--- src/rtl/pfe_pkg.sv ---
`timescale 1ns / 1ps

package pfe_pkg;

    localparam int LETTER_W = 5;
    localparam int LETTERS = 26;
    localparam int SQ_SIDE = 5;
    localparam int SQ_AREA = SQ_SIDE * SQ_SIDE;
    localparam int QUEUE_DEPTH = 2;
    localparam int CFG_IDX_W = 2;

    localparam logic [LETTER_W-1:0] CODE_I = 5'd8;
    localparam logic [LETTER_W-1:0] CODE_J = 5'd9;
    localparam logic [LETTER_W-1:0] CODE_X = 5'd23;
    localparam logic [LETTER_W-1:0] CODE_Z = 5'd25;

    localparam logic [2:0] SIDE_LAST = 3'd4;

    // configuration register indexes
    localparam logic [CFG_IDX_W-1:0] REG_KEY_LETTERS = 2'd0;
    localparam logic [CFG_IDX_W-1:0] REG_KEY_LENGTH = 2'd1;

    // one digraph job, optionally followed by (first_letter, x) closing the message
    typedef struct packed {
        logic [LETTER_W-1:0] first_letter;
        logic [LETTER_W-1:0] second_letter;
        logic                last;
        logic                extra;
    } pfe_job_t;

    function automatic logic [2:0] pos_row(input logic [LETTER_W-1:0] pos);
        logic [2:0] row;
        priority if (pos >= 5'd20) row = 3'd4;
        else if (pos >= 5'd15) row = 3'd3;
        else if (pos >= 5'd10) row = 3'd2;
        else if (pos >= 5'd5) row = 3'd1;
        else row = 3'd0;
        return row;
    endfunction

    function automatic logic [LETTER_W-1:0] row_base(input logic [2:0] row);
        logic [LETTER_W-1:0] base;
        base = 5'({2'b00, row} << 2) + 5'(row);
        return base;
    endfunction

    function automatic logic [2:0] pos_col(input logic [LETTER_W-1:0] pos);
        logic [LETTER_W-1:0] diff;
        diff = pos - row_base(pos_row(pos));
        return diff[2:0];
    endfunction

    function automatic logic [2:0] wrap_inc(input logic [2:0] v);
        logic [2:0] r;
        r = (v == SIDE_LAST) ? 3'd0 : 3'(v + 3'd1);
        return r;
    endfunction

    function automatic logic [LETTER_W-1:0] pos_of(input logic [2:0] row, input logic [2:0] col);
        logic [LETTER_W-1:0] p;
        p = row_base(row) + 5'(col);
        return p;
    endfunction

endpackage

--- src/rtl/pfe_front.sv ---
`timescale 1ns / 1ps

module pfe_front (
    input  logic                      clk,
    input  logic                      rst_n,
    input  logic                      in_valid,
    output logic                      in_ready,
    input  logic [pfe_pkg::LETTER_W-1:0] plain_letter,
    input  logic                      message_end,
    input  logic                      push_ready,
    output logic                      push,
    output pfe_pkg::pfe_job_t         push_job
);

    logic [pfe_pkg::LETTER_W-1:0] held_letter_reg;
    logic [pfe_pkg::LETTER_W-1:0] held_letter_next;
    logic                         held_valid_reg;
    logic                         held_valid_next;
    logic                         accept;
    logic [pfe_pkg::LETTER_W-1:0] letter;

    assign in_ready = push_ready;
    assign accept = in_valid && push_ready;

    // saturate, then fold j onto i
    always_comb
    begin
        letter = (plain_letter > pfe_pkg::CODE_Z) ? pfe_pkg::CODE_Z : plain_letter;
        if (letter == pfe_pkg::CODE_J)
        begin
            letter = pfe_pkg::CODE_I;
        end
    end

    always_comb
    begin
        held_letter_next = held_letter_reg;
        held_valid_next = held_valid_reg;
        push = 1'b0;
        push_job.first_letter = letter;
        push_job.second_letter = pfe_pkg::CODE_X;
        push_job.last = 1'b1;
        push_job.extra = 1'b0;
        if (accept)
        begin
            if (held_valid_reg && (letter != held_letter_reg))
            begin
                push = 1'b1;
                push_job.first_letter = held_letter_reg;
                push_job.second_letter = letter;
                push_job.last = message_end;
                held_valid_next = 1'b0;
            end
            else if (held_valid_reg)
            begin
                // doubled letter: x goes between, the new letter is held or closed out
                push = 1'b1;
                push_job.first_letter = held_letter_reg;
                push_job.last = 1'b0;
                push_job.extra = message_end;
                held_valid_next = !message_end;
                held_letter_next = letter;
            end
            else if (message_end)
            begin
                push = 1'b1;
                held_valid_next = 1'b0;
            end
            else
            begin
                held_valid_next = 1'b1;
                held_letter_next = letter;
            end
        end
    end

    always_ff @(posedge clk or negedge rst_n)
    begin
        if (!rst_n)
        begin
            held_letter_reg <= '0;
            held_valid_reg <= 1'b0;
        end
        else
        begin
            held_letter_reg <= held_letter_next;
            held_valid_reg <= held_valid_next;
        end
    end

endmodule

--- src/rtl/pfe_queue.sv ---
`timescale 1ns / 1ps

module pfe_queue (
    input  logic                      clk,
    input  logic                      rst_n,
    input  logic                      push,
    input  pfe_pkg::pfe_job_t         push_job,
    output logic                      push_ready,
    input  logic                      pop,
    output logic                      head_valid,
    output pfe_pkg::pfe_job_t         head_job
);

    localparam int PTR_W = $clog2(pfe_pkg::QUEUE_DEPTH);
    localparam int CNT_W = $clog2(pfe_pkg::QUEUE_DEPTH + 1);

    pfe_pkg::pfe_job_t entry_reg [pfe_pkg::QUEUE_DEPTH];
    logic [PTR_W-1:0] wr_ptr_reg;
    logic [PTR_W-1:0] rd_ptr_reg;
    logic [CNT_W-1:0] count_reg;
    logic [CNT_W-1:0] count_next;

    assign push_ready = (count_reg != CNT_W'(pfe_pkg::QUEUE_DEPTH));
    assign head_valid = (count_reg != '0);
    assign head_job = entry_reg[rd_ptr_reg];

    always_comb
    begin
        count_next = count_reg;
        if (push && !pop)
        begin
            count_next = count_reg + 1'b1;
        end
        else if (pop && !push)
        begin
            count_next = count_reg - 1'b1;
        end
    end

    always_ff @(posedge clk)
    begin
        if (push)
        begin
            entry_reg[wr_ptr_reg] <= push_job;
        end
    end

    always_ff @(posedge clk or negedge rst_n)
    begin
        if (!rst_n)
        begin
            wr_ptr_reg <= '0;
            rd_ptr_reg <= '0;
            count_reg <= '0;
        end
        else
        begin
            if (push)
            begin
                wr_ptr_reg <= wr_ptr_reg + 1'b1;
            end
            if (pop)
            begin
                rd_ptr_reg <= rd_ptr_reg + 1'b1;
            end
            count_reg <= count_next;
        end
    end

    a_no_overflow: assert property (@(posedge clk) disable iff (!rst_n)
        count_reg <= CNT_W'(pfe_pkg::QUEUE_DEPTH))
        else $error("job queue count beyond depth");

    a_no_underflow: assert property (@(posedge clk) disable iff (!rst_n)
        pop |-> count_reg != '0)
        else $error("job queue popped while empty");

endmodule

--- src/rtl/pfe_back.sv ---
`timescale 1ns / 1ps

module pfe_back #(
    parameter int MAX_KEY_LETTERS = 7
) (
    input  logic                                  clk,
    input  logic                                  rst_n,
    input  logic                                  cfg_fire,
    input  logic [pfe_pkg::CFG_IDX_W-1:0]         cfg_index,
    input  logic [pfe_pkg::LETTER_W*MAX_KEY_LETTERS-1:0] cfg_data,
    input  logic                                  head_valid,
    input  pfe_pkg::pfe_job_t                     head_job,
    output logic                                  pop,
    output logic                                  out_valid,
    input  logic                                  out_ready,
    output logic [pfe_pkg::LETTER_W-1:0]          cipher_letter,
    output logic                                  last_result
);

    localparam int KEY_W = pfe_pkg::LETTER_W * MAX_KEY_LETTERS;
    localparam int BUILD_STEPS = MAX_KEY_LETTERS + pfe_pkg::LETTERS;
    localparam int STEP_W = $clog2(BUILD_STEPS);
    localparam int KIDX_W = (MAX_KEY_LETTERS > 1) ? $clog2(MAX_KEY_LETTERS) : 1;
    localparam logic [pfe_pkg::LETTERS-1:0] MASK_INIT =
        pfe_pkg::LETTERS'(1) << pfe_pkg::CODE_J;

    localparam logic [1:0] S_IDLE = 2'd0;
    localparam logic [1:0] S_SQ   = 2'd1;
    localparam logic [1:0] S_OUT0 = 2'd2;
    localparam logic [1:0] S_OUT1 = 2'd3;

    // configuration
    logic [KEY_W-1:0] key_letters_reg;
    logic [2:0]       key_length_reg;

    // square builder
    logic                         build_active_reg;
    logic [STEP_W-1:0]            step_reg;
    logic [pfe_pkg::LETTER_W-1:0] filled_reg;
    logic [pfe_pkg::LETTERS-1:0]  mask_reg;
    logic                         key_phase;
    logic [KIDX_W-1:0]            kidx;
    logic [pfe_pkg::LETTER_W-1:0] cand;
    logic                         cand_free;
    logic                         place_en;
    logic                         build_done;
    logic                         build_restart;

    // square and letter map
    logic [pfe_pkg::LETTER_W-1:0] sq_mem  [pfe_pkg::SQ_AREA];
    logic [pfe_pkg::LETTER_W-1:0] pos_mem [pfe_pkg::LETTERS];

    // encoder
    logic [1:0]                   state_reg;
    logic [1:0]                   state_next;
    logic [pfe_pkg::LETTER_W-1:0] job_a_reg;
    logic                         job_last_reg;
    logic                         job_extra_reg;
    logic [pfe_pkg::LETTER_W-1:0] pos1_reg;
    logic [pfe_pkg::LETTER_W-1:0] pos2_reg;
    logic [pfe_pkg::LETTER_W-1:0] sq1_reg;
    logic [pfe_pkg::LETTER_W-1:0] sq2_reg;
    logic                         pos_rd;
    logic [pfe_pkg::LETTER_W-1:0] pos_addr1;
    logic [pfe_pkg::LETTER_W-1:0] pos_addr2;
    logic [2:0]                   r1;
    logic [2:0]                   c1;
    logic [2:0]                   r2;
    logic [2:0]                   c2;
    logic [pfe_pkg::LETTER_W-1:0] q1;
    logic [pfe_pkg::LETTER_W-1:0] q2;
    logic                         out_free;
    logic                         out_load;
    logic [pfe_pkg::LETTER_W-1:0] out_letter_next;
    logic                         out_last_next;
    logic                         out_valid_reg;
    logic [pfe_pkg::LETTER_W-1:0] out_letter_reg;
    logic                         out_last_reg;

    // ---------------- square builder ----------------
    assign key_phase = (step_reg < STEP_W'(MAX_KEY_LETTERS));
    assign kidx = step_reg[KIDX_W-1:0];
    assign build_done = (step_reg == STEP_W'(BUILD_STEPS - 1));
    assign build_restart = cfg_fire && ((cfg_index == pfe_pkg::REG_KEY_LETTERS) ||
                                        (cfg_index == pfe_pkg::REG_KEY_LENGTH));

    always_comb
    begin
        if (key_phase)
        begin
            cand = key_letters_reg[pfe_pkg::LETTER_W*kidx +: pfe_pkg::LETTER_W];
        end
        else
        begin
            cand = pfe_pkg::LETTER_W'(step_reg - STEP_W'(MAX_KEY_LETTERS));
        end
        cand_free = (cand <= pfe_pkg::CODE_Z) ? !mask_reg[cand] : 1'b0;
        place_en = build_active_reg && cand_free &&
                   (!key_phase || (step_reg < STEP_W'(key_length_reg)));
    end

    always_ff @(posedge clk)
    begin
        if (place_en)
        begin
            sq_mem[filled_reg] <= cand;
            pos_mem[cand] <= filled_reg;
        end
    end

    always_ff @(posedge clk or negedge rst_n)
    begin
        if (!rst_n)
        begin
            key_letters_reg <= '0;
            key_length_reg <= 3'd1;
            build_active_reg <= 1'b1;
            step_reg <= '0;
            filled_reg <= '0;
            mask_reg <= MASK_INIT;
        end
        else
        begin
            if (build_restart)
            begin
                // a key letters or key length write starts the build over
                build_active_reg <= 1'b1;
                step_reg <= '0;
                filled_reg <= '0;
                mask_reg <= MASK_INIT;
            end
            else if (build_active_reg)
            begin
                step_reg <= step_reg + 1'b1;
                if (place_en)
                begin
                    filled_reg <= filled_reg + 1'b1;
                    mask_reg[cand] <= 1'b1;
                end
                if (build_done)
                begin
                    build_active_reg <= 1'b0;
                end
            end
            if (cfg_fire)
            begin
                unique case (cfg_index)
                    pfe_pkg::REG_KEY_LETTERS:
                    begin
                        key_letters_reg <= cfg_data;
                    end
                    pfe_pkg::REG_KEY_LENGTH:
                    begin
                        key_length_reg <= cfg_data[2:0];
                    end
                    default:
                    begin
                    end
                endcase
            end
        end
    end

    // ---------------- digraph encoder ----------------
    assign out_free = !out_valid_reg || out_ready;
    assign pop = (state_reg == S_IDLE) && head_valid && !build_active_reg;
    assign pos_rd = pop || ((state_reg == S_OUT1) && out_free && job_extra_reg);
    assign pos_addr1 = (state_reg == S_IDLE) ? head_job.first_letter : job_a_reg;
    assign pos_addr2 = (state_reg == S_IDLE) ? head_job.second_letter : pfe_pkg::CODE_X;

    always_comb
    begin
        r1 = pfe_pkg::pos_row(pos1_reg);
        c1 = pfe_pkg::pos_col(pos1_reg);
        r2 = pfe_pkg::pos_row(pos2_reg);
        c2 = pfe_pkg::pos_col(pos2_reg);
        if (r1 == r2)
        begin
            q1 = pfe_pkg::pos_of(r1, pfe_pkg::wrap_inc(c1));
            q2 = pfe_pkg::pos_of(r2, pfe_pkg::wrap_inc(c2));
        end
        else if (c1 == c2)
        begin
            q1 = pfe_pkg::pos_of(pfe_pkg::wrap_inc(r1), c1);
            q2 = pfe_pkg::pos_of(pfe_pkg::wrap_inc(r2), c2);
        end
        else
        begin
            q1 = pfe_pkg::pos_of(r1, c2);
            q2 = pfe_pkg::pos_of(r2, c1);
        end
    end

    always_ff @(posedge clk)
    begin
        if (pos_rd)
        begin
            pos1_reg <= pos_mem[pos_addr1];
            pos2_reg <= pos_mem[pos_addr2];
        end
        if (state_reg == S_SQ)
        begin
            sq1_reg <= sq_mem[q1];
            sq2_reg <= sq_mem[q2];
        end
    end

    always_comb
    begin
        state_next = state_reg;
        out_load = 1'b0;
        out_letter_next = sq1_reg;
        out_last_next = 1'b0;
        unique case (state_reg)
            S_IDLE:
            begin
                if (pop)
                begin
                    state_next = S_SQ;
                end
            end
            S_SQ:
            begin
                state_next = S_OUT0;
            end
            S_OUT0:
            begin
                if (out_free)
                begin
                    out_load = 1'b1;
                    state_next = S_OUT1;
                end
            end
            S_OUT1:
            begin
                if (out_free)
                begin
                    out_load = 1'b1;
                    out_letter_next = sq2_reg;
                    out_last_next = job_last_reg;
                    state_next = job_extra_reg ? S_SQ : S_IDLE;
                end
            end
            default:
            begin
                state_next = S_IDLE;
            end
        endcase
    end

    always_ff @(posedge clk)
    begin
        if (pop)
        begin
            job_a_reg <= head_job.first_letter;
        end
        if (out_load)
        begin
            out_letter_reg <= out_letter_next;
            out_last_reg <= out_last_next;
        end
    end

    always_ff @(posedge clk or negedge rst_n)
    begin
        if (!rst_n)
        begin
            state_reg <= S_IDLE;
            job_last_reg <= 1'b0;
            job_extra_reg <= 1'b0;
            out_valid_reg <= 1'b0;
        end
        else
        begin
            state_reg <= state_next;
            if (pop)
            begin
                job_last_reg <= head_job.last;
                job_extra_reg <= head_job.extra;
            end
            else if ((state_reg == S_OUT1) && out_free && job_extra_reg)
            begin
                // closing pair (letter, x) ends the message
                job_last_reg <= 1'b1;
                job_extra_reg <= 1'b0;
            end
            if (out_load)
            begin
                out_valid_reg <= 1'b1;
            end
            else if (out_ready)
            begin
                out_valid_reg <= 1'b0;
            end
        end
    end

    assign out_valid = out_valid_reg;
    assign cipher_letter = out_letter_reg;
    assign last_result = out_last_reg;

    a_fill_bound: assert property (@(posedge clk) disable iff (!rst_n)
        filled_reg <= pfe_pkg::LETTER_W'(pfe_pkg::SQ_AREA))
        else $error("square fill count beyond square area");

    a_build_complete: assert property (@(posedge clk) disable iff (!rst_n)
        $fell(build_active_reg) |->
            (&mask_reg) && (filled_reg == pfe_pkg::LETTER_W'(pfe_pkg::SQ_AREA)))
        else $error("square build ended without placing every letter");

    a_out_source: assert property (@(posedge clk) disable iff (!rst_n)
        $rose(out_valid_reg) |-> $past(state_reg == S_OUT0 || state_reg == S_OUT1))
        else $error("result shown outside a result state");

endmodule

--- src/rtl/playfair_stream_encoder.sv ---
`timescale 1ns / 1ps

// Playfair stream encoder: plaintext letters (0 = a) go in one item at a time and
// cipher letters come out in digraphs, with last_result marking the final letter of a
// message. Letters above z saturate to z and j is read as i; a doubled letter gets x
// between, and an odd final letter is padded with x. The 5x5 key square is rebuilt
// after reset and after every key letters or key length write; the build walks the key
// letters and then the alphabet one candidate per cycle, and no digraph is encoded until
// it finishes. A front stage pairs the letters and takes one item per cycle while a
// two-entry job queue has room. The back end handles a digraph as a letter map read,
// a square read and the result states S_OUT0 and S_OUT1, and pops a new job only from
// idle; the closing pair of a doubled letter at message end does its map read in the
// last result state of the first pair and then takes the square read and the result
// states again. Configuration writes are always accepted and are meant for idle
// periods; a held letter survives a write and uses the new square.
module playfair_stream_encoder #(
    parameter int MAX_KEY_LETTERS = 7
) (
    input  logic                                  clk,
    input  logic                                  rst_n,
    // configuration write channel
    input  logic                                  cfg_valid,
    output logic                                  cfg_ready,
    input  logic [pfe_pkg::CFG_IDX_W-1:0]         cfg_index,
    input  logic [pfe_pkg::LETTER_W*MAX_KEY_LETTERS-1:0] cfg_data,
    // plaintext item channel
    input  logic                                  in_valid,
    output logic                                  in_ready,
    input  logic [pfe_pkg::LETTER_W-1:0]          plain_letter,
    input  logic                                  message_end,
    // cipher item channel
    output logic                                  out_valid,
    input  logic                                  out_ready,
    output logic [pfe_pkg::LETTER_W-1:0]          cipher_letter,
    output logic                                  last_result
);

    logic              push;
    logic              push_ready;
    pfe_pkg::pfe_job_t push_job;
    logic              pop;
    logic              head_valid;
    pfe_pkg::pfe_job_t head_job;
    logic              cfg_fire;

    // register file never back-pressures
    assign cfg_ready = 1'b1;
    assign cfg_fire = cfg_valid && cfg_ready;

    // front: j folding, letter hold and digraph pairing
    pfe_front u_front (
        .clk          (clk),
        .rst_n        (rst_n),
        .in_valid     (in_valid),
        .in_ready     (in_ready),
        .plain_letter (plain_letter),
        .message_end  (message_end),
        .push_ready   (push_ready),
        .push         (push),
        .push_job     (push_job)
    );

    // short job queue decoupling pairing from encoding
    pfe_queue u_queue (
        .clk        (clk),
        .rst_n      (rst_n),
        .push       (push),
        .push_job   (push_job),
        .push_ready (push_ready),
        .pop        (pop),
        .head_valid (head_valid),
        .head_job   (head_job)
    );

    // back: key square build, digraph rules and output register
    pfe_back #(
        .MAX_KEY_LETTERS (MAX_KEY_LETTERS)
    ) u_back (
        .clk           (clk),
        .rst_n         (rst_n),
        .cfg_fire      (cfg_fire),
        .cfg_index     (cfg_index),
        .cfg_data      (cfg_data),
        .head_valid    (head_valid),
        .head_job      (head_job),
        .pop           (pop),
        .out_valid     (out_valid),
        .out_ready     (out_ready),
        .cipher_letter (cipher_letter),
        .last_result   (last_result)
    );

endmodule
--- config.mk ---
export PLATFORM = sky130hd
export DESIGN_NAME = playfair_stream_encoder
export DESIGN_NICKNAME = d
export VERILOG_FILES = /design/src/rtl/pfe_pkg.sv /design/src/rtl/pfe_front.sv /design/src/rtl/pfe_queue.sv /design/src/rtl/pfe_back.sv /design/src/rtl/playfair_stream_encoder.sv
export SDC_FILE = /design/constraint.sdc
export NUM_CORES = 1
export LEC_CHECK = 0
export BUFFER_PORTS_ARGS = -buffer_cell sky130_fd_sc_hd__clkbuf_2
export CAP_MARGIN = 0
export CELL_PAD_IN_SITES_DETAIL_PLACEMENT = 1
export CELL_PAD_IN_SITES_GLOBAL_PLACEMENT = 1
export CORE_UTILIZATION = 52
export DETAILED_ROUTE_END_ITERATION = 6
export HOLD_SLACK_MARGIN = 0.02
export PLACE_DENSITY = 0.85
export SLEW_MARGIN = 20
export SYNTH_ARGS = -nofsm -noshare
export SYNTH_HDL_FRONTEND = slang
export SYNTH_SLANG_ARGS = --single-unit
--- constraint.sdc ---
create_clock -name clk -period 7.53 [get_ports clk]
set_clock_uncertainty 0.2 [all_clocks]
set_input_delay 0.753 -clock clk [delete_from_list [all_inputs] [get_ports clk]]
set_output_delay 0.753 -clock clk [all_outputs]
set_load 0.02 [all_outputs]
==> results of run 1 <==
Yosys cell counts, types with 25 or more instances:
| library cell | instances | area [um2] |
|---|---|---|
| o21ai_0 | 33 | 165 |
| a31oi_1 | 25 | 156 |
| nor2_1 | 129 | 484 |
| mux2_2 | 87 | 980 |
| a21oi_1 | 36 | 180 |
| inv_1 | 43 | 161 |
| ha_1 | 43 | 538 |
| nand2_1 | 190 | 713 |
| edfxtp_1 | 310 | 9310 |
| clkbuf_1 | 59 | 221 |
| a211oi_1 | 48 | 360 |
| and3_1 | 40 | 250 |
| mux4_2 | 41 | 923 |
| mux2i_1 | 102 | 1020 |
| nand3_1 | 28 | 140 |
| dfrtp_1 | 88 | 2200 |
where the power goes:
group          total, mW  leakage [nW]  switching (mW)  internal (mW)
Combinational       2.64          4.08            1.75          0.885
Sequential          3.38          3.94           0.300           3.08
Clock               2.21         0.693           0.906           1.30
Total               8.22          8.71            2.96           5.27
worst register-to-register path: cells and delay by family (launching register included):
kind | cells | cell delay [ps]
compound gates | 8 | 2610
fa+ha+maj | 4 | 1420
simple gates | 6 | 1360
flops | 1 | 500
buf+inv | 2 | 270
xor+xnor | 1 | 170
worst paths after layout:
check	from	end	slack, ps
hold / removal	cfg_data[21]	u_back.key_letters_reg[21]	200
min in group asynchronous	rst_n	u_back.mask_reg[1]	430
setup reg to reg	u_back.pos1_reg[2]	u_back.sq1_reg[2]	740
hold reg to reg	u_back.mask_reg[2]	u_back.mask_reg[2]	290
max in group asynchronous	rst_n	u_back.job_extra_reg	5480
setup / recovery	u_back.pos1_reg[2]	u_back.sq1_reg[2]	740
routing by layer:
layer | vias to the layer above | track usage
met1 | 7650 | 0.401
li1 | 6361 | -
met3 | 132 | 0.0546
met5 | - | 0
met2 | 661 | 0.512
met4 | 0 | 0.111
kinds of logic after synthesis:
| logic type | share of synthesized area |
|---|---|
| buffers and inverters | 0.0325 |
| flip-flops | 0.553 |
| XOR/XNOR | 0.0133 |
| adder cells (fa/ha/maj) | 0.0363 |
| other | 0.000179 |
| multiplexers | 0.142 |
| AND/OR/NAND/NOR | 0.111 |
| AO/OA/AOI/OAI | 0.111 |
final cells by class:
type | instances | area [um2] | share of cell area
Antenna cell | 1 | 2.50 | 0.000108
Multi-Input combinational cell | 1114 | 8750 | 0.378
Tap cell | 525 | 657 | 0.0284
Sequential cell | 401 | 11600 | 0.501
Inverter | 48 | 180 | 0.00779
Clock inverter | 25 | 318 | 0.0137
Timing Repair Buffer | 87 | 520 | 0.0225
Clock buffer | 51 | 1120 | 0.0482
stage by stage:
stage / hold WS [ps] / std cells / instance area (um2) / worst slack, ps
after global placement: 271 / 2174 / 21700 / 1110
after CTS: 183 / 2251 / 23100 / 810
after global routing: 197 / 2251 / 23100 / 264
after floorplan: 256 / 1658 / 21000 / 1700
final: 203 / 2252 / 23100 / 743
after detailed placement: 278 / 2174 / 21700 / 862
==> metrics.txt, run 1 <==
outcome=finished, violations left; failing checks=design-rule violations; 1st-iter DRT viols=roughly 1400; row cnt=73; count of buffer and inverter cells on the critical path=2; via count of the first global-routing pass=15885; Post-Syn Area=between 0.02 and 0.025 mm2; Sink Count=401; initial antenna violation count=1; post-layout net count=1796; post-layout minimum cycle time=~6800 ps; drt pass-1 iters=7; Worst path max stage delay=660 ps; CTS tree=built; Final ANT Viol Nets=0; cells along the critical path=o21ai_0 > inv_1 > nor2_1 > ha_1 > inv_1 > fa_1 > and3_1 > a221o_1 > nor3_4 > fa_1 > ha_1 > a21o_1 > a21oi_1 > xor2_1 > nand3_1 > a31oi_2 > a21boi_1 > nand3_1 > o22ai_1 > a2111oi_0 > and3_1; depth of the CTS H-tree=2; Routed WL=61.7 mm; sequential fraction of the synthesis area=0.553; crit-path max FO=10; WS Path Type=flip-flop to flip-flop; Design Power=8.22 mW; leakage=8.71 nW; IO buf count=between 50 and 60; worst slew pin tran=1100 ps; Die ar.=0.0411 mm2; Net Count, Synth=1759; Pwr Density=between 300 and 400 mW/mm2; flop and latch count out of synthesis=between 400 and 500; Initial Util=0.527; ys async rst share=0.227; Slew HR=0.253; via count=between 10000 and 15000; hpwl dp=a little over 40 mm; most frequent cells in the layout=310 x edfxtp_1, 188 x nand2_1, 128 x nor2_1; Final Core Density=0.582; most common cell after layout, fill and taps aside=edfxtp_1; Resized cells post-CTS=0; WL/cell=between 20 and 30 um; highest routed layer=met4; Worst EP arrival=6910 ps; delay-heaviest family, CP=compound AO/OA/AOI/OAI gates; Clock Tree Root=clkbuf_16; Final period util=0.901; hold-critical path depth=2; FILL cells=a little under 4000; Synth cell types=a little over 90; maxcap violations=0; Max Freq=0.147 GHz; core region area=about 0.040 mm2; Setup Buffers After CTS=0; wl on met1=between 20 and 25 mm; worst path required time=7650 ps; Via-to-Cell Ratio=6.57; worst-case reg-to-reg path depth=21; critical path launch point type=flip-flop; clock latency on the worst-skew pair=approximately 590 ps; IO Count=57; CP endpoint kind=flip-flop; number of synthesized flops with an enable pin=just over 300; Syn Area/Cell=approximately 13 um2; VDD IR max=~0.32 mV; synthesis-to-finish area growth=10.4%; GP Congestion=around 0.93; gr usage total=0.307; largest net degree at the start of global routing=66; met2 wire length=between 30 and 40 mm; total global routing overflow=0; metal3 WL=4.43 mm; max FFs per register=130; CTS Hold Bufs=1; wire length of the first global-routing pass=around 96 mm; Clk pin slew, worst setup/hold paths=around 60 ps; share of cells above drive strength 1=0.193; Min-Delay Path Class=primary input to flip-flop; Die Height=203 um; CP Depth=21; TritonCTS buffer count=43; Synth Warn #=0; DR DRC count=1; Final Hold Fails=0; total negative slack=0 ps; CTS Buffer Depth=3; RSZ-0062 raised after global routing=false; Pins Over Slew Limit=0; Critical-path top delay cell=o21ai_0; ys flop type=edfxtp_1; Die W=203 um; Final setup viols=0; Mapped Cells=~1700
Note: power is estimated with default switching activity, not from simulation.
==> run 2: changes to the inputs <==
Settings changed: ABC_AREA set to 1, CORE_UTILIZATION 52 to 49.
==> metrics.txt, run 2 <==
largest net degree at the start of global routing=85 (+29%); worst path required time=7680 ps (+30 ps); Min Hold Slack=174 ps (-28.6 ps); Initial Util=0.500 (-0.0276); Final ANT Viol Nets=0 (unchanged); min-delay src=cfg_data[18]; Reg-to-Reg End=u_back.sq2_reg[2]; CTS tree=built; cells along the critical path=nor2_1 > nand2_1 > nand2_2 > nor2_1 > inv_1 > fa_1 > inv_1 > ha_1 > a21oi_1 > ha_1 > inv_1 > fa_1 > nand2_1 > nand2_1 > buf_4 > clkinv_1 > nand3_1 > nand3_1 > nand3_1 > nand2_1 > nand2_1 > nand2_1; gr usage total=0.324 (+0.0175); wire length of the first global-routing pass=111 mm (+16%); DP Worst Slack=1670 ps (+804 ps); Die ar.=0.0451 mm2 (+9.7%); clock latency on the worst-skew pair=620 ps (+30 ps); ys flop type=edfxtp_1; Min-Delay Path Class=primary input to flip-flop; Mapped Cells=2374 (+43%); final instance area=0.0238 mm2 (+2.8%); crit-path max FO=31 (+21); Worst EP arrival=6420 ps (-490 ps); worst-case reg-to-reg path depth=22 (+4.8%); hpwl dp=47.0 mm (+14%); WHS Endpoint=u_back.key_letters_reg[18]; Final Core Density=0.549 (-0.0336); IO buf count=55 (unchanged); Design Power=10.7 mW (+31%); Clk pin slew, worst setup/hold paths=60 ps (about the same); depth of the CTS H-tree=2 (unchanged); worst slew pin tran=1080 ps (-16.9 ps); Die Height=212 um (+4.7%); WS Path Type=flip-flop to flip-flop; reg2reg setup slack=1260 ps (+520 ps); most common cell after layout, fill and taps aside=nand2_1; number of synthesized flops with an enable pin=310 (unchanged); Max Freq=0.159 GHz (+8.2%); Commonest cells post-synth=436 x nand2_1, 359 x nand3_1, 310 x edfxtp_1; Pwr Density=451 mW/mm2 (+27%); total global routing overflow=0 (unchanged); post-layout net count=2477 (+38%); GP Congestion=0.896 (-3.8%); Final period util=0.833 (-0.0686); Pins Over Slew Limit=0 (unchanged); Final Hold Fails=0 (unchanged); Sink Count=401 (unchanged); Post-Syn Area=0.0217 mm2 (+3.4%); Critical-path top delay cell=clkinv_1; VDD IR max=0.335 mV (+5.8%); CTS Buffer Depth=3 (unchanged); WL/cell=24.0 um (-13%); Routed WL=71.8 mm (+16%); Final setup viols=0 (unchanged); RSZ-0062 raised after global routing=false; row cnt=76 (+4.1%); via count=18393 (+24%); flop and latch count out of synthesis=401 (unchanged); Syn Area/Cell=9.13 um2 (-28%); Synth cell types=60 (-35%); Cells after DPL=2912 (+34%); largest cells by area after synthesis=edfxtp_1 43%, dfrtp_1 10%, nand3_1 8.3%, nand2_1 7.6%, o21ai_0 4.5%; Die W=212 um (+4.7%); Synth Warn #=0 (unchanged); FF-to-FF Start=u_back.pos2_reg[1]; count leader, synth=nand2_1; DR DRC count=0 (-1); Via-to-Cell Ratio=6.14 (-6.6%); final setup margin=1260 ps (+517 ps); hold-critical path depth=2 (unchanged); via count of the first global-routing pass=19501 (+23%); Ant. Diodes=0 (-1); Clock Tree Root=clkbuf_16; post-layout minimum cycle time=6270 ps (-517 ps); maxcap violations=0 (unchanged); critical path launch point type=flip-flop; Worst path most repeated cell=nand2_1; drt pass-1 iters=6 (-1); synthesis-to-finish area growth=9.77%; CP endpoint kind=flip-flop; sequential fraction of the synthesis area=0.535 (-0.0184); total negative slack=0 ps (unchanged); max FFs per register=130 (unchanged); fin cells=2997 (+33%); Slew HR=0.276 (+0.0224); most frequent cells in the layout=434 x nand2_1, 358 x nand3_1, 310 x edfxtp_1; outcome=complete, no violations; FILL cells=5030 (+29%); share of cells above drive strength 1=0.112 (-0.0814); Placed Area=0.0223 mm2 (+2.8%); core region area=0.0434 mm2 (+9.1%); Worst path max stage delay=970 ps (+310 ps); ys async rst share=0.227 (unchanged); area leader, netlist=edfxtp_1; leakage=9.71 nW (+11%); 1st-iter DRT viols=1793 (+29%); Resized cells post-CTS=0 (unchanged); initial antenna violation count=0 (-1); Net Count, Synth=2475 (+41%); top cell type's share of synthesized area=0.430 (-0.0147); TritonCTS buffer count=45 (+4.7%); IO Count=57 (unchanged)
run 2: changes by cell type after synthesis, sizes merged, moves of 70 or more:
| cell | delta |
|---|---|
| nand2 | +256 |
| nor2 | +70 |
| inv | +220 |
| mux2i | -102 |
| nand3 | +336 |
| o21ai | +200 |
run 2: worst max-delay path by stage:
stage                  startpoint           endpoint  slack (ps)  cells past startpoint
3_5_place_dp   u_back.pos2_reg[2]  u_back.sq2_reg[4]        1670                     18
3_3_place_gp   u_back.pos2_reg[2]  u_back.sq1_reg[3]        1880                     18
6_report       u_back.pos2_reg[1]  u_back.sq2_reg[2]        1260                     22
5_1_grt        u_back.pos2_reg[1]  u_back.sq2_reg[0]         780                     20
4_1_cts        u_back.pos2_reg[1]  u_back.sq1_reg[4]        1610                     19
2_1_floorplan  u_back.pos2_reg[2]  u_back.sq2_reg[2]        3060                     20
run 2: area by class of cell:
type | instances | area (um2) | share of cell area
tap | 585 | 732 | 0.0308
clock buffer | 59 | 1250 | 0.0525
multi-input combinational | 1574 | 8490 | 0.357
timing repair buffer | 83 | 510 | 0.0215
sequential | 401 | 11600 | 0.487
clock inverter | 24 | 195 | 0.00820
inverter | 271 | 1020 | 0.0429
run 2: worst max-delay path, delay by kind of cell (launching register included):
family                     cells  cell delay (ps)
adders and majority gates      4             1580
DFF                            1              440
buffers and inverters          5             1710
AOI/OAI and AO/OA              1              150
and+or+nand+nor               12             1900
run 2: kinds of logic (layout without fill, tap and decap cells):
family	count (synthesis)	in the layout	share of synthesized area
AO/OA/AOI/OAI	396	396	0.107
XOR/XNOR	27	27	0.0109
adder cells (fa/ha/maj)	53	53	0.0341
buffers and inverters	399	437	0.0742
flip-flops	401	401	0.535
multiplexers	39	39	0.0203
other	1	1	0.000173
AND/OR/NAND/NOR	1058	1058	0.218
run 2: timing repair:
item                      CTS  global route
hold endpoints to repair   26             0
setup buffers               0             0
hold buffers                1             0
run 2: where the power goes:
part | total (mW) | internal [mW] | switching [mW]
Sequential | 3.45 | 3.21 | 0.234
Clock | 2.16 | 1.21 | 0.953
Combinational | 5.13 | 1.24 | 3.89
run 2: layer usage:
| layer | track usage | wire, um |
|---|---|---|
| met1 | 0.392 | 27400 |
| met2 | 0.558 | 35900 |
| met3 | 0.0483 | 4860 |
| met4 | 0.173 | 3640 |
| met5 | 0 | 0 |
